`src/rtl/per_source_burst_detector_macros.svh`:
```
// ----------------------------------------------------------------------------
// Assertion macros for the per-source burst detector
// Shorthand for clocked implication checks; the module must have clk and
// arst_n in scope.
// ----------------------------------------------------------------------------
`ifndef PER_SOURCE_BURST_DETECTOR_MACROS_SVH
`define PER_SOURCE_BURST_DETECTOR_MACROS_SVH

// same-cycle implication
`define PSBD_ASSERT_NOW(lbl, cond, conseq) \
	lbl: assert property (@(posedge clk) disable iff (!arst_n) (cond) |-> (conseq)) \
		else $error("same-cycle check failed");

// next-cycle implication
`define PSBD_ASSERT_NEXT(lbl, cond, conseq) \
	lbl: assert property (@(posedge clk) disable iff (!arst_n) (cond) |=> (conseq)) \
		else $error("next-cycle check failed");

`endif

```
`src/rtl/psbd_pkg.sv`:
```
// ----------------------------------------------------------------------------
// psbd_pkg
// Shared types and constants of the per-source burst detector.
// ----------------------------------------------------------------------------
package psbd_pkg;

	localparam int TABLE_ENTRIES_DEF = 64;
	localparam int WINDOW_MAX_DEF    = 8;

	localparam int ADDR_W = 32;
	localparam int TIME_W = 32;
	localparam int SPAN_W = 16;
	localparam int WCNT_W = 4;

	localparam logic [WCNT_W-1:0] WINDOW_COUNT_RST = 4'd5;
	localparam logic [SPAN_W-1:0] TIME_SPAN_RST    = 16'd2;

	typedef enum logic [0:0] {
		REG_WINDOW_COUNT = 1'b0,
		REG_TIME_SPAN    = 1'b1
	} reg_idx_t;

	typedef enum logic [0:0] {
		FUNC_RECORD = 1'b0,
		FUNC_CLEAR  = 1'b1
	} func_t;

	// transaction travelling down the cell chain
	typedef struct packed {
		logic              valid;
		func_t             func;
		logic [ADDR_W-1:0] src;
		logic [TIME_W-1:0] tstamp;
		logic              done;   // hit or claimed an entry
		logic              burst;  // burst flagged on this transaction
	} token_t;

endpackage

```
`src/rtl/psbd_cell.sv`:
```
// ----------------------------------------------------------------------------
// psbd_cell
// One table entry: source tag, recent request times, count and flag.
// Processes the passing transaction and hands it to the next cell.
// ----------------------------------------------------------------------------
module psbd_cell #(
	parameter int WINDOW_MAX = psbd_pkg::WINDOW_MAX_DEF,
	parameter int HIST_DEPTH = WINDOW_MAX - 1,
	parameter int SEEN_W     = $clog2(WINDOW_MAX),
	parameter int HIDX_W     = (HIST_DEPTH > 1) ? $clog2(HIST_DEPTH) : 1
) (
	input  logic                      clk,
	input  logic                      arst_n,
	input  logic                      adv,
	input  logic [SEEN_W-1:0]         thr,      // window_count - 1
	input  logic [HIDX_W-1:0]         hidx,     // window_count - 2
	input  logic [psbd_pkg::SPAN_W-1:0] span_lim,
	input  psbd_pkg::token_t          tok_in,
	output psbd_pkg::token_t          tok_out,
	output logic                      used
);

	localparam logic [SEEN_W-1:0] SEEN_MAX = SEEN_W'(HIST_DEPTH);

	logic                          used_q;
	logic [psbd_pkg::ADDR_W-1:0]   src_q;
	logic [psbd_pkg::TIME_W-1:0]   hist_q [HIST_DEPTH];
	logic [SEEN_W-1:0]             seen_q;
	logic                          flag_q;
	psbd_pkg::token_t              tok_q;

	logic                          rec;
	logic                          hit;
	logic                          claim;
	logic                          clr;
	logic [psbd_pkg::TIME_W:0]     diff;
	logic                          in_win;
	logic                          fire;
	psbd_pkg::token_t              tok_nxt;

	// used entries always form a prefix, so the first free cell reached by an
	// unmatched record means no match exists further down
	always_comb begin
		clr    = tok_in.valid && (tok_in.func == psbd_pkg::FUNC_CLEAR);
		rec    = tok_in.valid && (tok_in.func == psbd_pkg::FUNC_RECORD) && !tok_in.done;
		hit    = rec && used_q && (src_q == tok_in.src);
		claim  = rec && !used_q;
		// 33-bit difference; borrow means time went backwards
		diff   = {1'b0, tok_in.tstamp} - {1'b0, hist_q[hidx]};
		in_win = diff[psbd_pkg::TIME_W] ||
			(diff[psbd_pkg::TIME_W-1:0] < {{(psbd_pkg::TIME_W-psbd_pkg::SPAN_W){1'b0}}, span_lim});
		fire   = hit && (seen_q >= thr) && in_win && !flag_q;

		tok_nxt       = tok_in;
		tok_nxt.done  = tok_in.done | hit | claim;
		tok_nxt.burst = tok_in.burst | fire;
	end

	always_ff @(posedge clk or negedge arst_n) begin
		if (!arst_n) begin
			used_q <= 1'b0;
			seen_q <= '0;
			flag_q <= 1'b0;
			tok_q  <= '0;
		end else if (adv) begin
			tok_q <= tok_nxt;
			if (clr) begin
				used_q <= 1'b0;
				seen_q <= '0;
				flag_q <= 1'b0;
			end else if (claim) begin
				used_q <= 1'b1;
				seen_q <= SEEN_W'(1);
				flag_q <= 1'b0;
			end else if (hit) begin
				if (seen_q < SEEN_MAX) begin
					seen_q <= seen_q + 1'b1;
				end
				flag_q <= flag_q | fire;
			end
		end
	end

	// payload: tag and history shift line
	always_ff @(posedge clk) begin
		if (adv && (hit || claim)) begin
			hist_q[0] <= tok_in.tstamp;
			for (int k = 1; k < HIST_DEPTH; k++) begin
				hist_q[k] <= hist_q[k-1];
			end
		end
		if (adv && claim) begin
			src_q <= tok_in.src;
		end
	end

	assign tok_out = tok_q;
	assign used    = used_q;

endmodule
```
`config.mk`:
```
export PLATFORM = sky130hd
export DESIGN_NAME = psbd_cell
export DESIGN_NICKNAME = d
export VERILOG_FILES = /design/src/rtl/per_source_burst_detector_macros.svh /design/src/rtl/psbd_pkg.sv /design/src/rtl/psbd_cell.sv
export SDC_FILE = /design/constraint.sdc
export NUM_CORES = 1
export LEC_CHECK = 0
export ABC_AREA = 1
export BUFFER_PORTS_ARGS = -buffer_cell sky130_fd_sc_hd__buf_2
export CORE_ASPECT_RATIO = 1.25
export CORE_MARGIN = 2
export CORE_UTILIZATION = 25
export CTS_BUF_LIST = sky130_fd_sc_hd__clkbuf_2
export CTS_CLUSTER_SIZE = 20
export DETAILED_ROUTE_END_ITERATION = 10
export HOLD_SLACK_MARGIN = 0.03
export PLACE_DENSITY_LB_ADDON = 0.3
export SLEW_MARGIN = 15
export SYNTH_ARGS = -nofsm -noshare
export SYNTH_HDL_FRONTEND = slang
export SYNTH_SLANG_ARGS = --single-unit
```
`constraint.sdc`:
```
create_clock -name clk -period 9.2 [get_ports clk]
set_clock_uncertainty 0.2 [all_clocks]
set_input_delay 2.3 -clock clk [delete_from_list [all_inputs] [get_ports clk]]
set_output_delay 2.3 -clock clk [all_outputs]
set_load 0.01 [all_outputs]
```
==> impl_metrics.toml, run 1 <==
[setup_path]
cp.arrival_ps = 6680
slowest_delay_ps = 420
worst_ep_required_time_ps = 9880
cp_slowest_cell = "inv_2"
reg2reg_depth = 23
start_kind = "input pin"
critPathMaxFanout = 38
path_class = "input pin to flip-flop"
cp-end-kind = "flip-flop"

[clock_network]
clk_path_buf_depth = 3
post_cts_buffers = 0
post_cts_resized = 0
cts_num_sinks = 329
clk_pin_slew_ps = 100
root_buffer = "clkbuf_2"
tritoncts = "yes"
cts_buffers = 87
ctsHtreeMaxLevel = 3
holdBufCountCts = 0
clk_latency_ps = 1030

[synth]
synth_edf_count = 256
async_flop_share_pct = 22.19
synth.most_common_cell = "nand2_1"
synth_area_leaders = "edfxtp_1 (48%), nand2_1 (14%), dfrtp_1 (11%), inv_1 (5.4%), ha_1 (4.1%)"
synth-xor-area-share_pct = 1.419
ys_seq_area_share_pct = 59.29
synth-seq-cells = 329
synth_top_family_by_area = "simple AND/OR/NAND/NOR gates"
ys.flop_type = "edfxtp_1"
synth.avg_cell_area_sq_um = 9.468
synth_area_sq_mm = 0.01605
synth_adder_area_share_pct = 4.179
ys_types = 45
synth_top_cell_by_area = "edfxtp_1"
synthTopCellsByCount = "nand2_1 (591), edfxtp_1 (256), inv_1 (229)"
synth_simple_gate_area_share_pct = 19.62
muxShareOfSynthArea_pct = 1.871
synth_cells = 1695
syn-num-nets = 1841
synth_compound_area_share_pct = 6.939
ys_warn_count = 0
yosysTopAreaCellShare_pct = 47.90

[min_path]
hold_path_class = "flip-flop to flip-flop"
min_path_cells = 0

[layout]
postLayoutCoreUtil_pct = 29.48
area_growth_pct = 16.25
layout-drive-gt1-share_pct = 17.40
nNetsFinal = 2048

[routing]
drc = 0
firstDrtPassIters = 7
vias = 12101
drt-wirelength-per-cell_microns = 15.49
vias_per_cell = 4.303
finalWirelength_microns = 43560
antenna_left = 0
drt_iter0_markers = 654

[sta]
relSlewSlack_pct = 30.38
final-max-slew-violation-count = 0
period_share_pct = 65.17
worst_pin_slew_ps = 1044
fin_crit_ps = 5996
fmax_mhz = 166.8
rsz0062_at_grt = "false"
setup_violations = 0
fin_tns_setup_ps = 0
hold_viol = 0

[die]
pin_count = 162
fp-row-count = 103
die_y_microns = 287.3
dieArea_sq_mm = 0.06625
fp.dieW_microns = 230.6
core_sq_mm = 0.06328
start_util_pct = 25.36

[placed_design]
hpwlAfterDp_microns = 30550
io_buffers = 161
gp_congestion = 0.9218

[global_route]
grt.overflow.total = 0
antenna_found_initial = 4
grt_pass1_vias = 12442
grt_pass1_wl_microns = 68020
track_usage_pct = 13.31
grt_max_degree = 129

[power]
power_density_mw_per_mm2 = 176.9
leakage_nw = 8.564
ir_drop_uv = 94.35

[job]
max_cap_violations = 0

[status]
status = "completed"
-- per-layer routing --
layer	global-route usage, %	vias up	share of wire [%]
met5	0	-	0.062
met4	6.968	4	3.8
met3	3.601	89	6.3
met2	21.77	321	47
met1	16.03	5656	43
li1	-	6031	-
-- worst max-delay path, delay by kind of cell --
| kind | cells | cell delay (ps) |
|---|---|---|
| AO/OA/AOI/OAI | 8 | 1180 |
| XOR/XNOR | 1 | 100 |
| adder cells (fa/ha/maj) | 3 | 830 |
| buffers and inverters | 4 | 1330 |
| AND/OR/NAND/NOR | 9 | 850 |
-- kinds of logic after synthesis --
kind of cell	Yosys count
compound gates	190
mux	30
buf+inv	285
flops	329
xor+xnor	26
simple gates	782
fa+ha+maj	53
-- through the flow --
stage | worst slack, ps | total power, mW | std cells | area, sq um | hold slack, ps
2_1_floorplan | 1109 | 2.056 | 1695 | 16050 | 220.7
3_3_place_gp | 2246 | 2.244 | 2653 | 17820 | 229.0
3_5_place_dp | 2220 | 2.253 | 2653 | 17820 | 233.3
4_1_cts | 3346 | 3.367 | 2811 | 18650 | 180.3
5_1_grt | 2937 | 3.509 | 2812 | 18660 | 183.9
6_report | 3204 | 3.299 | 2812 | 18660 | 201.9
-- area by class of cell --
| cell class | count | area (sq um) |
|---|---|---|
| antenna | 1 | 2.502 |
| clock buffer | 122 | 610.6 |
| clock inverter | 36 | 226.5 |
| fill | 6645 | 44620 |
| inverter | 232 | 870.8 |
| multi-input combinational | 1081 | 5479 |
| sequential | 329 | 9514 |
| tap | 840 | 1051 |
| timing repair buffer | 171 | 900.9 |
-- path summary, 6_finish.rpt --
check,from,endpoint,slack [ps]
min reg2reg,hist_q[2][12]$_DFFE_PP_,hist_q[3][12]$_DFFE_PP_,200
max reg2reg,hist_q[1][5]$_DFFE_PP_,flag_q$_DFFE_PN0P_,5440
min in group asynchronous,arst_n,tok_out[46]$_DFFE_PN0P_,900
max in group asynchronous,arst_n,tok_out[14]$_DFFE_PN0P_,6630
max,hidx[0],flag_q$_DFFE_PN0P_,3200
min,hist_q[2][12]$_DFFE_PP_,hist_q[3][12]$_DFFE_PP_,200
-- state kept, by name, summed over array words and instances (netlist names) --
register / flops
tok_out: 68
hist_q: 224
flag_q: 1
used: 1
src_q: 32
seen_q: 3
-- report_power, final --
part	internal [mW]	total, mW	switching [mW]
sequential	1.65	1.68	0.0299
combinational	0.184	0.533	0.349
clock	0.446	1.09	0.639
-- cell usage in the layout, fill, tap and decap left out, types with 5 or more instances in the layout --
cell type  synthesis  final
xnor2_1            6      6
clkinv_1           2     26
inv_2              1      5
nor3_1             8      8
ha_1              52     52
dfrtp_1           73     73
nand3_1           34     34
nand2_2           10     10
o21ai_0           85     85
mux2i_1           30     30
edfxtp_1         256    256
nand4_1           14     14
inv_1            229    227
nor2_1            97     96
or2_2              6      6
buf_2              3    158
clkbuf_2           0    122
a32oi_1           30     30
nand2_1          591    590
xor2_1            20     20
a21oi_1           58     58
buf_4              0     12
clkinv_2           0      6
nor2_2             8      9
No activity file was read; power rests on OpenSTA's default activity.
==> inputs of run 2 (changes only) <==
==> constraint.sdc (replaced) <==
create_clock -name clk -period 5.25 [get_ports clk]
set_clock_uncertainty 0.2 [all_clocks]
set_input_delay 1.3125 -clock clk [delete_from_list [all_inputs] [get_ports clk]]
set_output_delay 1.3125 -clock clk [all_outputs]
set_load 0.01 [all_outputs]
==> impl_metrics.toml, run 2 (synthesis gave the netlist of run 1 again) <==
[status]
status = "completed"

[setup_path]
start_kind = "input pin"
cp_slowest_cell = "ha_1"
path_delay_family = "simple AND/OR/NAND/NOR gates"
worst_ep_required_time_ps = 5980
slowest_delay_ps = 420
cp.buffers_inverters = 4
cp.arrival_ps = 4760
crit_chain = "buf_4 > inv_2 > buf_12 > nand2_1 > a32oi_1 > o21ai_0 > ha_1 > nand2_2 > nor2_2 > nand2_1 > inv_1 > nand2_1 > nand2_1 > xor2_1 > ha_1 > a21oi_1 > o221ai_1 > a21oi_1 > nand3_1 > nand2_2 > nand3_2 > a21oi_2"
path_class = "input pin to flip-flop"
critPathMaxFanout = 26
cp-end-kind = "flip-flop"
path_common_cell = "nand2_1"

[global_route]
antenna_found_initial = 4
grt_pass1_vias = 12272
track_usage_pct = 13.14
grt.overflow.total = 0
grt_pass1_wl_microns = 67800
grt_max_degree = 84

[power]
p_comb_share_pct = 16.6
leakage_nw = 8.647
p_int_mw = 3.959
ir_drop_uv = 169.9
p_total_mw = 5.746
netSwitchingPower_mw = 1.787
clockPowerShare_pct = 32.2
power_frac_seq_pct = 51.3
switching_share_pct = 31.11
power_density_mw_per_mm2 = 305.2

[placed_design]
io_buffers = 161
hpwlAfterDp_microns = 30670
gp_congestion = 0.8978
dp_cells = 2669

[clock_network]
root_buffer = "clkbuf_2"
tritoncts = "yes"
clk_latency_ps = 1070
cts_num_sinks = 329
post_cts_buffers = 0
post_cts_resized = 0
clk_path_buf_depth = 3
clk_pin_slew_ps = 100
ctsHtreeMaxLevel = 3
cts_buffers = 87
holdBufCountCts = 1

[layout]
nNetsFinal = 2065
largest_reg_flops = 224
nFillCells = 6750
layout-drive-gt1-share_pct = 17.98
instances_no_fill = 2828
top_register = "hist_q"
area_growth_pct = 17.32
mostFrequentLayoutCell = "nand2_1"
layout_common_cells = "nand2_1 (590), edfxtp_1 (256), inv_1 (227)"

[sta]
final-max-slew-violation-count = 0
hold_viol = 0
fin_crit_ps = 4035
period_share_pct = 76.86
relSlewSlack_pct = 35.26
worst_pin_slew_ps = 971.0
setup_violations = 0
rsz0062_at_grt = "false"
fin_tns_setup_ps = 0
fmax_mhz = 247.8

[die]
fp.dieW_microns = 230.6
start_util_pct = 25.36
dieArea_sq_mm = 0.06625
core_sq_mm = 0.06328
die_y_microns = 287.3
pin_count = 162
fp-row-count = 103

[routing]
drt-wirelength-per-cell_microns = 15.35
finalWirelength_microns = 43400
vias = 12185
antenna_left = 0
drt_iter0_markers = 725
drc = 0
vias_per_cell = 4.309
firstDrtPassIters = 5

[job]
max_cap_violations = 0

[min_path]
hold_path_class = "flip-flop to flip-flop"
==> run 2: cell type report <==
type / instances / area [sq um] / share of cell area [%]
Sequential cell: 329 / 9514 / 50.53
Timing Repair Buffer: 188 / 1106 / 5.875
Inverter: 232 / 870.8 / 4.625
Tap cell: 840 / 1051 / 5.582
Multi-Input combinational cell: 1081 / 5479 / 29.10
Clock buffer: 122 / 610.6 / 3.243
Antenna cell: 2 / 5.005 / 0.02658
Clock inverter: 34 / 191.4 / 1.017
==> run 2: stage by stage <==
stage          setup WS, ps  util [%]  cell area [sq um]  hold WS, ps
3_3_place_gp          244.6     28.46              18010        228.9
5_1_grt                1020     29.75              18830        172.4
4_1_cts                1355     29.75              18820        107.2
2_1_floorplan         490.1         -              16070        220.7
6_report               1215     29.76              18830        201.6
3_5_place_dp          198.2     28.46              18010        231.6
==> run 2: per-layer routing <==
metal / routed length [microns] / vias up / global-route usage, %
li1: - / 6052 / -
met1: 19010 / 5731 / 16.19
met2: 20310 / 327 / 21.36
met3: 2769 / 73 / 3.740
met4: 1293 / 2 / 5.855
met5: 13 / - / 0
==> run 2: worst paths after layout <==
kind,end,slack (ps),from,cells past startpoint
max reg2reg,tok_out[0]$_DFFE_PN0P_,1600,hist_q[1][2]$_DFFE_PP_,22
max,tok_out[0]$_DFFE_PN0P_,1210,hidx[0],22
min reg2reg,hist_q[6][27]$_DFFE_PP_,200,hist_q[5][27]$_DFFE_PP_,0
min,hist_q[6][27]$_DFFE_PP_,200,hist_q[5][27]$_DFFE_PP_,0
min in group asynchronous,tok_out[20]$_DFFE_PN0P_,730,arst_n,2
max in group asynchronous,tok_out[29]$_DFFE_PN0P_,3200,arst_n,3
==> run 2: power by group through the flow <==
stage | Combinational [mW] | Sequential (mW) | Clock [mW]
2_1_floorplan | 0.580 | 3.02 | 0
3_3_place_gp | 0.945 | 3.00 | 0
3_5_place_dp | 0.960 | 3.00 | 0
4_1_cts | 0.964 | 2.95 | 1.95
5_1_grt | 1.08 | 2.96 | 2.07
6_report | 0.953 | 2.95 | 1.85
==> run 2: worst register-to-register path, delay by kind of cell (launching register included) <==
kind | cells | cell delay, ps
AND/OR/NAND/NOR | 11 | 920
AO/OA/AOI/OAI | 6 | 910
adder cells (fa/ha/maj) | 2 | 720
flip-flops | 1 | 380
XOR/XNOR | 1 | 240
buffers and inverters | 2 | 180
